[src/sv/differential_drive_odometry_unit_assert.svh]
// assertion macros for the odometry unit
// no dependencies; define NO_ASSERTIONS to compile them out
`ifndef DIFFERENTIAL_DRIVE_ODOMETRY_UNIT_ASSERT_SVH
`define DIFFERENTIAL_DRIVE_ODOMETRY_UNIT_ASSERT_SVH
`ifndef NO_ASSERTIONS
`define ODO_ASSERT_IMP(label, clk, rstn, ante, cons) \
    label: assert property (@(posedge clk) disable iff (!rstn) (ante) |-> (cons)) \
        else $error("odometry check failed");
`define ODO_ASSERT_NXT(label, clk, rstn, ante, cons) \
    label: assert property (@(posedge clk) disable iff (!rstn) (ante) |=> (cons)) \
        else $error("odometry check failed");
`else
`define ODO_ASSERT_IMP(label, clk, rstn, ante, cons)
`define ODO_ASSERT_NXT(label, clk, rstn, ante, cons)
`endif
`endif

[src/sv/ddo_pkg.sv]
// shared types and constants of the odometry unit
// no dependencies
package ddo_pkg;

    localparam int CfgIdxW = 2;
    localparam logic [CfgIdxW-1:0] REG_MPC = 2'd0;
    localparam logic [CfgIdxW-1:0] REG_HPC = 2'd1;
    localparam logic [CfgIdxW-1:0] REG_YPC = 2'd2;

    localparam logic [39:0] MPC_RESET = 40'd2417950;
    localparam logic [39:0] HPC_RESET = 40'd166975242;
    localparam logic [39:0] YPC_RESET = 40'd4098222;

    localparam logic signed [33:0] ONE_Q30 = 34'sd1073741824;
    localparam logic signed [33:0] CORDIC_GAIN = 34'sd652032874;
    localparam logic [47:0] RATE_MAX = 48'h7FFF_FFFF_FFFF;

    typedef enum logic [3:0] {
        ST_IDLE, ST_COR, ST_MUL, ST_POS, ST_HEAD, ST_COR2, ST_DIV, ST_DIV2, ST_DONE
    } state_t;

    // controller to datapath
    typedef struct packed {
        logic load;     // capture input request
        logic cor_init; // seed cordic from old heading
        logic cor_step;
        logic mul_step;
        logic pos_upd;
        logic head_upd;
        logic cor2_init;
        logic div_init; // set up divide (sel 0 linear, 1 yaw)
        logic div_sel;
        logic div_step;
        logic div_fin;
        logic out_load;
    } ctrl_t;

    typedef struct packed {
        logic cor_last;
        logic mul_last;
        logic div_last;
        logic us_zero;
    } stat_t;

    function automatic logic signed [31:0] atan_val(input logic [4:0] i);
        logic signed [31:0] t;
        unique case (i)
            5'd0: t = 536870912;  5'd1: t = 316933406; 5'd2: t = 167458907;
            5'd3: t = 85004756;   5'd4: t = 42667331;  5'd5: t = 21354465;
            5'd6: t = 10679838;   5'd7: t = 5340245;   5'd8: t = 2670163;
            5'd9: t = 1335087;    5'd10: t = 667544;   5'd11: t = 333772;
            5'd12: t = 166886;    5'd13: t = 83443;    5'd14: t = 41722;
            5'd15: t = 20861;     5'd16: t = 10430;    5'd17: t = 5215;
            5'd18: t = 2608;      5'd19: t = 1304;     5'd20: t = 652;
            5'd21: t = 326;       5'd22: t = 163;      5'd23: t = 81;
            5'd24: t = 41;        5'd25: t = 20;       5'd26: t = 10;
            5'd27: t = 5;         5'd28: t = 3;        5'd29: t = 1;
            5'd30: t = 1;         default: t = 0;
        endcase
        return t;
    endfunction

endpackage

[src/sv/ddo_ctrl.sv]
// controller state machine of the odometry unit
// depends on ddo_pkg
module ddo_ctrl import ddo_pkg::*; (
    input  logic  aclk,
    input  logic  aresetn,
    input  logic  s_valid,
    output logic  s_ready,
    output logic  m_valid,
    input  logic  m_ready,
    input  stat_t st,
    output ctrl_t ctl
);

    state_t state_reg, state_next;
    logic   mv_reg, mv_next;

    always_ff @(posedge aclk) begin
        if (!aresetn) begin
            state_reg <= ST_IDLE;
            mv_reg    <= 1'b0;
        end else begin
            state_reg <= state_next;
            mv_reg    <= mv_next;
        end
    end

    assign m_valid = mv_reg;
    assign s_ready = (state_reg == ST_IDLE);

    always_comb begin
        state_next = state_reg;
        mv_next    = mv_reg && !m_ready;
        ctl        = '0;
        unique case (state_reg)
            ST_IDLE: begin
                if (s_valid) begin
                    ctl.load   = 1'b1;
                    state_next = ST_COR;
                end
            end
            ST_COR: begin
                ctl.cor_step = 1'b1;
                if (st.cor_last) begin
                    state_next = ST_MUL;
                end
            end
            ST_MUL: begin
                ctl.mul_step = 1'b1;
                if (st.mul_last) begin
                    state_next = ST_POS;
                end
            end
            ST_POS: begin
                ctl.pos_upd = 1'b1;
                state_next  = ST_HEAD;
            end
            ST_HEAD: begin
                ctl.head_upd = 1'b1;
                state_next   = ST_COR2;
            end
            ST_COR2: begin
                ctl.cor_step = 1'b1;
                if (st.cor_last) begin
                    ctl.div_init = 1'b1;
                    state_next   = ST_DIV;
                end
            end
            ST_DIV: begin
                ctl.div_step = 1'b1;
                if (st.div_last) begin
                    ctl.div_fin  = 1'b1;
                    ctl.div_init = 1'b1;
                    ctl.div_sel  = 1'b1;
                    state_next   = ST_DIV2;
                end
            end
            ST_DIV2: begin
                ctl.div_step = 1'b1;
                ctl.div_sel  = 1'b1;
                if (st.div_last) begin
                    ctl.div_fin = 1'b1;
                    state_next  = ST_DONE;
                end
            end
            ST_DONE: begin
                if (!mv_reg || m_ready) begin
                    ctl.out_load = 1'b1;
                    mv_next      = 1'b1;
                    state_next   = ST_IDLE;
                end
            end
            default: state_next = ST_IDLE;
        endcase
        if (state_reg == ST_IDLE && s_valid) ctl.cor_init = 1'b1;
        if (state_reg == ST_HEAD) ctl.cor2_init = 1'b1;
    end

endmodule

[config.mk]
export PLATFORM = sky130hd
export DESIGN_NAME = ddo_ctrl
export DESIGN_NICKNAME = d
export VERILOG_FILES = /design/src/sv/differential_drive_odometry_unit_assert.svh /design/src/sv/ddo_pkg.sv /design/src/sv/ddo_ctrl.sv
export SDC_FILE = /design/constraint.sdc
export NUM_CORES = 1
export LEC_CHECK = 0
export ABC_AREA = 0
export BUFFER_PORTS_ARGS = -buffer_cell sky130_fd_sc_hd__buf_4
export CORE_AREA = 2 2 39 41
export CTS_CLUSTER_DIAMETER = 100
export DETAILED_ROUTE_END_ITERATION = 8
export DIE_AREA = 0 0 41 43
export PLACE_DENSITY = 0.59
export SKIP_CTS_REPAIR_TIMING = 1
export SYNTH_ARGS = -nofsm -noshare
export SYNTH_HDL_FRONTEND = slang
export SYNTH_SLANG_ARGS = --single-unit
[constraint.sdc]
create_clock -name aclk -period 2.2 [get_ports aclk]
set_clock_uncertainty 0.2 [all_clocks]
set_input_delay 0.33 -clock aclk [delete_from_list [all_inputs] [get_ports aclk]]
set_output_delay 0.33 -clock aclk [all_outputs]
set_load 0.03 [all_outputs]
# Yosys cells after proc, flatten, opt, wreduce, memory -nomap -nowiden
# Cells that the tools add are included.
[word_totals]
n_memories = 0
reg_bits = 5
elab_cells = 49
output_inout_bits = 14
mem_bits_rw = 0
rom_bits = 0
latch_bits = 0
[op_classes]
n_shift = 0
n_lt_le_gt_ge = 0
n_addsub = 0
mux = 24
bitwise = 0
n_reduce_logical = 8
div = 0
multipliers = 0
eq_ne = 15
[ops]
columns = ["cell", "n"]
rows = [
  ["$pmux 4 s9", 1],
  ["$mux 4", 7],
  ["$eq 4x3->1 const B", 4],
  ["$ne 2x2->1 const B", 7],
  ["$mux 1", 13],
  ["$eq 4x2->1 const B", 2],
  ["$reduce_and 7->1", 1],
  ["$pmux 3 s2", 1],
  ["$eq 4x1->1 const B", 1],
  ["$eq 4x4->1 const B", 1],
  ["$logic_not 4->1", 1],
  ["$logic_and 1x1->1", 2],
  ["$logic_not 1->1", 2],
  ["$mux 2", 1],
  ["$pmux 1 s2", 1],
  ["$reduce_or 2->1", 1],
  ["$logic_or 1x1->1", 1],
]

# Depth between registers and ports, before layout
[logic_depth]
depth_word = 4
depth_mapped = 5

# Worst setup path after synthesis
# OpenSTA, ideal clock, no wires.
[synth_timing]
path_type = "register -> output"
from = "register state_reg[1]"
to = "output ctl[11] (netlist bit)"
arrival_ns = 2.218
setup_slack_ns = -0.548
stages_incl_launch_ff = 5
path_buffers = 2
cell_sequence = "dfxtp_1 > clkbuf_1 > nor4_1 > and2_1 > buf_4"
[synth_lines]
columns = ["item", "line", "text"]
rows = [
  ["from (decl)", "ddo_ctrl.sv:14", "state_t state_reg, state_next;"],
  ["from (signal assigned)", "ddo_ctrl.sv:22", "state_reg <= state_next;"],
  ["to (decl)", "ddo_ctrl.sv:11", "output ctrl_t ctl"],
]

==> flow_summary.json <==
{
  "status": "finished, final reports clean",
  "largest_reg_flops": 4,
  "path_class": "reg2out",
  "final_hold_viol_count": 0,
  "ys_warn_count": 0,
  "grt.overflow.total": 0,
  "placed_area_um2": 533,
  "critical-path-slowest-cell": "or4b_4",
  "slew_headroom_pct": 72.4,
  "drc": 0,
  "p_leak_nw": 0.244,
  "clkLatencyLatePin_ns": 0.23,
  "synth_top_area_share_pct": 26.8,
  "port_buffers": 20,
  "netlist_instances": 49,
  "vdd_ir_drop_max_mv": 0.282,
  "synth_common_cells": "dfxtp_1, nand2_1, nand2b_1, nor3_1",
  "drv_cap": 0,
  "cp_cell_sequence": "or4b_4, nor2b_1, buf_4",
  "cts.path.max_buffers": 2,
  "grt_max_degree": 17,
  "worst_slew_pin_slew_ns": 0.413,
  "yosysTopAreaCell": "dfxtp_1",
  "dp_cells": 81,
  "fmax_ghz": 0.481,
  "seq_area_frac_synth_pct": 26.8,
  "fillers": 164,
  "h-tree-depth": 1,
  "drt-total-wl_um": 870,
  "grt.total_usage_pct": 11.7,
  "syn_nets": 57,
  "cts_tree": "done",
  "clock-sinks": 5,
  "powerDensity_nw_per_um2": 704,
  "area_growth_syn_to_layout_pct": 49.5,
  "timing.final.crit_share_pct": 94.6,
  "clk_pin_slew_ns": 0.04,
  "drtIter0Drc": 3,
  "hpwl_um": 681,
  "syn_area_per_cell_um2": 7.63,
  "cp-end-kind": "primary output",
  "worstHoldPathType": "in2reg",
  "first_global_vias": 334,
  "coreArea_um2": 1380,
  "critPathTopFamily": "simple AND/OR/NAND/NOR gates",
  "finalCriticalPeriod_ns": 2.08,
  "stdcell_count": 85,
  "drive_gt1_share_pct": 40.6,
  "die_y_um": 43,
  "rsz0062_at_grt": "no",
  "num_vias": 398,
  "initial_utilization_pct": 27.0,
  "worstSetupStartpointType": "register",
  "synth_area_leaders": "dfxtp_1, nand2b_1, nor3_1",
  "ioPinCount": 22,
  "rows": 14,
  "worst-endpoint-required_ns": 1.67,
  "antenna_found_initial": 0,
  "die_w_um": 41,
  "final_nets": 78,
  "dominantRegCellSynth": "dfxtp_1",
  "place_congestion": 0.625,
  "cp.arrival_ns": 1.55,
  "wire_per_inst_um": 10.2,
  "maxSlewViolCount": 0,
  "diodes": 0,
  "cpPeakStageDelay_ns": 0.60,
  "async_flop_share_pct": 0,
  "clock_tree.root_cell": "clkbuf_4",
  "grt_pass1_wl_um": 1340,
  "synthesis.area_um2": 374,
  "die_area_um2": 1760,
  "critPathMaxFanout": 13,
  "crit_buf_inv": 1,
  "ys_ff_latch": 5,
  "numCtsBuffers": 3,
  "synth_cell_types": 24,
  "setup_viol": 0,
  "drt-pass1-iter-count": 4,
  "via_per_inst": 4.68,
  "synth_edf_count": 0,
  "design_area_um2": 559,
  "ant_nets": 0
}
## stage by stage
step / hold WS [ns] / TNS (ns) / setup WS, ns / util, % / total power, W
global placement: 0.325 / 0 / 0.374 / 38.5 / 0.000295
finish: 0.125 / 0 / 0.120 / 40.4 / 0.000394
CTS: 0.117 / 0 / 0.0938 / 40.4 / 0.000404
floorplan: 0.252 / -0.216 / -0.196 / - / 0.000248
global route: 0.123 / 0 / 0.0303 / 40.4 / 0.000431
detailed placement: 0.340 / 0 / 0.363 / 38.5 / 0.000297
## area by class of cell
type                            instances  area [um^2]  share of cell area [%]
Tap cell                               16         20.0                    3.58
Clock buffer                            4         26.3                    4.70
Multi-Input combinational cell         38          248                    44.3
Sequential cell                         5          100                    17.9
Timing Repair Buffer                   22          165                    29.5
## final timing paths
check | start | cells past startpoint | slack (ns) | endpoint
max reg2reg | state_reg[1] | 3 | 0.61 | state_reg[3]
max | state_reg[1] | 3 | 0.12 | ctl[0]
min reg2reg | m_valid | 2 | 0.34 | m_valid
min | aresetn | 2 | 0.12 | state_reg[3]
## cell usage in the layout, fill, tap and decap left out
cell,count
nand2_1,5
o21ai_0,1
clkbuf_4,3
and2b_1,1
nor2b_1,2
dfxtp_1,5
nor4_2,1
o21a_1,1
nor4b_2,1
o311a_1,1
nor4b_1,1
or4b_4,1
and2_1,3
nor3_1,4
a21oi_1,3
nand3b_1,2
and3_1,1
a21boi_0,1
nor2_1,2
buf_4,22
nand2b_1,4
clkbuf_1,1
o22ai_1,1
nor3b_1,2
## cell families after synthesis
family / after synthesis / synth area share (%)
buffers and inverters: 6 / 10.4
AO/OA/AOI/OAI: 8 / 13.7
AND/OR/NAND/NOR: 30 / 49.2
flip-flops: 5 / 26.8
## per-layer routing
| metal | track usage [%] | vias to the layer above | part of all wire (%) | routed length, um |
|---|---|---|---|---|
| met2 | 15.9 | 15 | 47 | 408 |
| met1 | 13.5 | 173 | 45 | 390 |
| met3 | 3.14 | 2 | 6.8 | 59 |
| met4 | 12.0 | 0 | 1.1 | 10 |
| li1 | - | 208 | - | - |
| met5 | 0 | - | 0 | 0 |
## power breakdown
| part | switching [W] | internal, W |
|---|---|---|
| logic | 0.000107 | 0.0000758 |
| registers | 0.0000106 | 0.0000994 |
| clock network | 0.0000329 | 0.0000683 |
(Power assumes the default switching activity.)
